$ cat src/design/ptdc_pkg.sv
package ptdc_pkg;

  localparam int unsigned NUM_STAGES = 8;
  localparam int unsigned CFG_ADDR_W = 3;
  localparam int unsigned CAL_W      = 16;

  localparam logic [CAL_W-1:0] SURFACE_RESET = 16'd10133;
  localparam logic signed [18:0] TEMP_BASE   = 19'sd2000;

  // depth: |p - surf| * 100 / 978 == |p - surf| * 50 / 489, exact for n < 2^32
  localparam int unsigned   DEPTH_SHIFT = 41;
  localparam longint unsigned DEPTH_RECIP_L = ((64'd1 << DEPTH_SHIFT) + 64'd488) / 64'd489;
  localparam logic [32:0]   DEPTH_RECIP = DEPTH_RECIP_L[32:0];
  localparam logic [5:0]    DEPTH_SCALE = 6'd50;

  // temperature: |temp| / 10, exact for n < 2^18
  localparam int unsigned   TEMP_SHIFT = 22;
  localparam longint unsigned TEMP_RECIP_L = ((64'd1 << TEMP_SHIFT) + 64'd9) / 64'd10;
  localparam logic [18:0]   TEMP_RECIP = TEMP_RECIP_L[18:0];

  typedef enum logic [CFG_ADDR_W-1:0] {
    REG_SENS      = 3'd0,
    REG_OFFSET    = 3'd1,
    REG_SENS_TC   = 3'd2,
    REG_OFFSET_TC = 3'd3,
    REG_REF_TEMP  = 3'd4,
    REG_TEMP_COEF = 3'd5,
    REG_SURFACE   = 3'd6
  } cfg_reg_e;

  typedef struct packed {
    logic [CAL_W-1:0] sens;
    logic [CAL_W-1:0] offset;
    logic [CAL_W-1:0] sens_tc;
    logic [CAL_W-1:0] offset_tc;
    logic [CAL_W-1:0] ref_temp;
    logic [CAL_W-1:0] temp_coef;
    logic [CAL_W-1:0] surface;
  } cfg_t;

endpackage

$ cat src/design/ptdc_cfg.sv
module ptdc_cfg (
  input  logic                             clk_i,
  input  logic                             rst_ni,
  input  logic                             cfg_valid_i,
  input  logic [ptdc_pkg::CFG_ADDR_W-1:0]  cfg_addr_i,
  input  logic [ptdc_pkg::CAL_W-1:0]       cfg_data_i,
  output ptdc_pkg::cfg_t                   cfg_o
);
  import ptdc_pkg::*;

  cfg_t cfg_d, cfg_q;

  always_comb begin
    cfg_d = cfg_q;
    if (cfg_valid_i) begin
      case (cfg_reg_e'(cfg_addr_i))
        REG_SENS:      cfg_d.sens      = cfg_data_i;
        REG_OFFSET:    cfg_d.offset    = cfg_data_i;
        REG_SENS_TC:   cfg_d.sens_tc   = cfg_data_i;
        REG_OFFSET_TC: cfg_d.offset_tc = cfg_data_i;
        REG_REF_TEMP:  cfg_d.ref_temp  = cfg_data_i;
        REG_TEMP_COEF: cfg_d.temp_coef = cfg_data_i;
        REG_SURFACE:   cfg_d.surface   = cfg_data_i;
        default:       cfg_d = cfg_q;
      endcase
    end
  end

  always_ff @(posedge clk_i or negedge rst_ni) begin
    if (!rst_ni) begin
      cfg_q         <= '0;
      cfg_q.surface <= SURFACE_RESET;
    end else begin
      cfg_q <= cfg_d;
    end
  end

  assign cfg_o = cfg_q;

endmodule

$ cat config.mk
export PLATFORM = sky130hd
export DESIGN_NAME = ptdc_cfg
export DESIGN_NICKNAME = d
export VERILOG_FILES = /design/src/design/ptdc_pkg.sv /design/src/design/ptdc_cfg.sv
export SDC_FILE = /design/constraint.sdc
export NUM_CORES = 1
export LEC_CHECK = 0
export BUFFER_PORTS_ARGS = -buffer_cell sky130_fd_sc_hd__buf_4
export CAP_MARGIN = 20
export CORE_UTILIZATION = 57
export CTS_BUF_LIST = sky130_fd_sc_hd__clkbuf_4 sky130_fd_sc_hd__clkbuf_8
export DETAILED_ROUTE_END_ITERATION = 7
export HOLD_SLACK_MARGIN = 0.02
export PLACE_DENSITY = 0.92
export REMOVE_ABC_BUFFERS = 1
export SLEW_MARGIN = 20
export SYNTH_ARGS = -nofsm -noshare
export SYNTH_HDL_FRONTEND = slang
export SYNTH_SLANG_ARGS = --single-unit
export TNS_END_PERCENT = 100
$ cat constraint.sdc
create_clock -name clk_i -period 1.6 [get_ports clk_i]
set_input_delay 0 -clock clk_i [delete_from_list [all_inputs] [get_ports clk_i]]
set_output_delay 0 -clock clk_i [all_outputs]
set_load 0.02 [all_outputs]
==> metrics.txt <==
Max stage delay cell, worst path sky130_fd_sc_hd__dfstp_2; design internal power 5.44 mW; via count of the first global-routing pass 2819; row count 31; fmax 0.961 GHz; number of antenna cells inserted 0; number of optimization iterations in the first detailed-route pass 4; clk sinks 112; count of cell types in the netlist 11; Register-to-Register Setup Slack 780 ps; overall power after layout 8.23 mW; number of DRC violations after detailed-routing iteration 0 123; DP Wirelength 6.77 mm; wire length of the first global-routing pass 15.4 mm; top fanout value on the critical path 2; Total Die Area 7920 µm²; layout overhead on the synthesized area 35.4%; Setup CP Type reg2out; logic depth of the worst register-to-register path 1; count of pins on the block boundary 134; Max VDD drop 0.000943 V; Synth Register Bits 112; final number of hold-violating endpoints 0; clock buffers created by TritonCTS 9; Via Count 2700; headroom to the max-slew limit 0.576; crit path time final 1040 ps; GRT Overall Usage 0.268; measured slew at the worst slew-check pin 634 ps; pwr dens 1410 nW/µm²; Top delay family on crit path flip-flops; number of buffers and inverters on the critical path 1; clock network fraction of total power 0.194; Worst Clk Skew 0 ps; number of flip-flops in the largest register 112; setup repair after global routing missed its margin false; FFs w/ async S/R, synth 1.00; Avg Inst Size Synth 17.6 µm²; gr ovfl total 0; CTS tree built; initial core utilization 0.592; maximum number of pins on one net before global-route repair 46; placed instance area 5490 µm²; placeable core region 7290 µm²; type of destination of the critical path primary output; number of inserted filler cells in the final layout 412; worst flop-to-flop path endpoint cfg_o[111]; run status finished, final reports clean; number of synthesized flops with an enable pin 0; vertical die dimension 89 µm; Routed WL per cell 20.2 µm; ANT nets after route 0; Vias per Instance 5.33; final routed wirelength across all metal layers 10.2 mm; power spent charging and discharging nets 2.79 mW; antenna violations before repair 0; routability cong. 0.775; startpoint of the worst register-to-register path cfg_o[111]; Yosys Warn Count 0; delay of the slowest cell on the worst path 550 ps; Post-Synthesis Cell Area 4310 µm²; Req. time, crit path 1600 ps; most common cell in the synthesized netlist sky130_fd_sc_hd__dfrtp_1; Die Span X 89 µm; clock-pin transition on the worst setup and hold timing paths 120 ps; Sequential Power Share 0.469; Root Driver sky130_fd_sc_hd__clkbuf_8; share of cells above drive strength 1 0.701; Max H-tree Level 3; synthesized instance count 245; arrival time worst endpoint 1040 ps; area leader, netlist sky130_fd_sc_hd__dfrtp_1; list of most frequent post-synthesis cells sky130_fd_sc_hd__dfrtp_1, sky130_fd_sc_hd__mux2_2, sky130_fd_sc_hd__mux2_4; Critical Path Start Type register; Comb power frac 0.336; CP cell instances buf_4; sequential area share after synthesis 0.652; final cell area excluding filler cells 5840 µm²; worst min path class in2async; Pleak 2.77 nW; share of the clock period used by the worst path 0.651; nets@finish 425; number of pins exceeding their max-slew limit in the final report 0; endpoints failing setup 0; insertion delay to the later sink of the worst-skew pair 350 ps; buffers inserted during post-CTS setup optimization 0; biggest area contributors in the synthesized netlist sky130_fd_sc_hd__dfrtp_1, sky130_fd_sc_hd__mux2_2, sky130_fd_sc_hd__dfstp_2, sky130_fd_sc_hd__mux2_4, sky130_fd_sc_hd__buf_6; portion of synthesized cell area occupied by the leading cell type 0.603; net switching share of the total power 0.339; most used flip-flop cell after synthesis sky130_fd_sc_hd__dfrtp_1; number of remaining DRC errors 0; IO buf count 133; Max Buffers Root-to-Sink 2; maxcap violations 0
[through the flow]
stage	instances	util	setup TNS [ps]	hold slack [ps]	worst slack, ps
2_1_floorplan	231	-	-28840	-296	-605
3_3_place_gp	474	0.752	0	43.5	248
3_5_place_dp	474	0.752	0	60.2	171
4_1_cts	507	0.801	0	202	546
5_1_grt	507	0.801	0	231	524
6_report	507	0.801	0	188	559
[power by group through the flow]
stage               logic, mW  clock network, mW  registers [mW]
floorplan               0.615                  0            4.62
global placement         2.65                  0            3.86
detailed placement       2.74                  0            3.90
CTS                      2.78               1.62            3.85
global route             2.92               1.73            3.93
finish                   2.77               1.60            3.86
[area by class of cell]
| type | count | area, µm² | area share |
|---|---|---|---|
| flip-flops and latches | 112 | 2810 | 0.481 |
| multi-input cells | 119 | 1440 | 0.247 |
| clock inverters | 7 | 63.8 | 0.0109 |
| repair buffers | 161 | 1280 | 0.218 |
| clock buffers | 9 | 124 | 0.0212 |
| well taps | 99 | 124 | 0.0212 |
[timing repair]
action / 4_1_cts / 5_1_grt
endpoints found under the setup margin: 0 / 0
hold buffers: 17 / 0
endpoints found under the hold margin: 153 / 0
gates resized for setup: 0 / 0
[layout by cell type, fill, tap and decap left out, drive strengths merged]
master / synthesis / routed
dfstp: 8 / 8
clkinvlp: 0 / 2
clkbuf: 0 / 9
buf: 14 / 144
dlygate4sd3: 0 / 17
nor4b: 1 / 1
inv: 0 / 3
mux2: 112 / 112
nor4bb: 3 / 3
dfrtp: 104 / 104
nand4b: 3 / 3
clkinv: 0 / 2
[layer usage]
metal,part of all wire,track usage,vias to the layer above
met5,0,0,-
met1,0.42,0.346,1412
met2,0.51,0.458,90
met4,0.010,0.0895,0
met3,0.056,0.0563,8
li1,-,-,1190
[logic make-up after synthesis]
family        synth area share
simple gates            0.0229
flops                    0.652
mux                      0.301
buf+inv                 0.0241
[worst max path at each step]
stage                             start         to  slack, ps  cells after the start
after global placement    cfg_addr_i[1]  cfg_o[29]        250                      3
after global routing          cfg_o[10]  cfg_o[10]        520                      1
after floorplan             cfg_valid_i  cfg_o[32]       -610                      2
after detailed placement  cfg_addr_i[1]  cfg_o[31]        170                      3
final                          cfg_o[7]   cfg_o[7]        560                      1
after CTS                      cfg_o[7]   cfg_o[7]        550                      1
No activity file was read; power rests on OpenSTA's default activity.
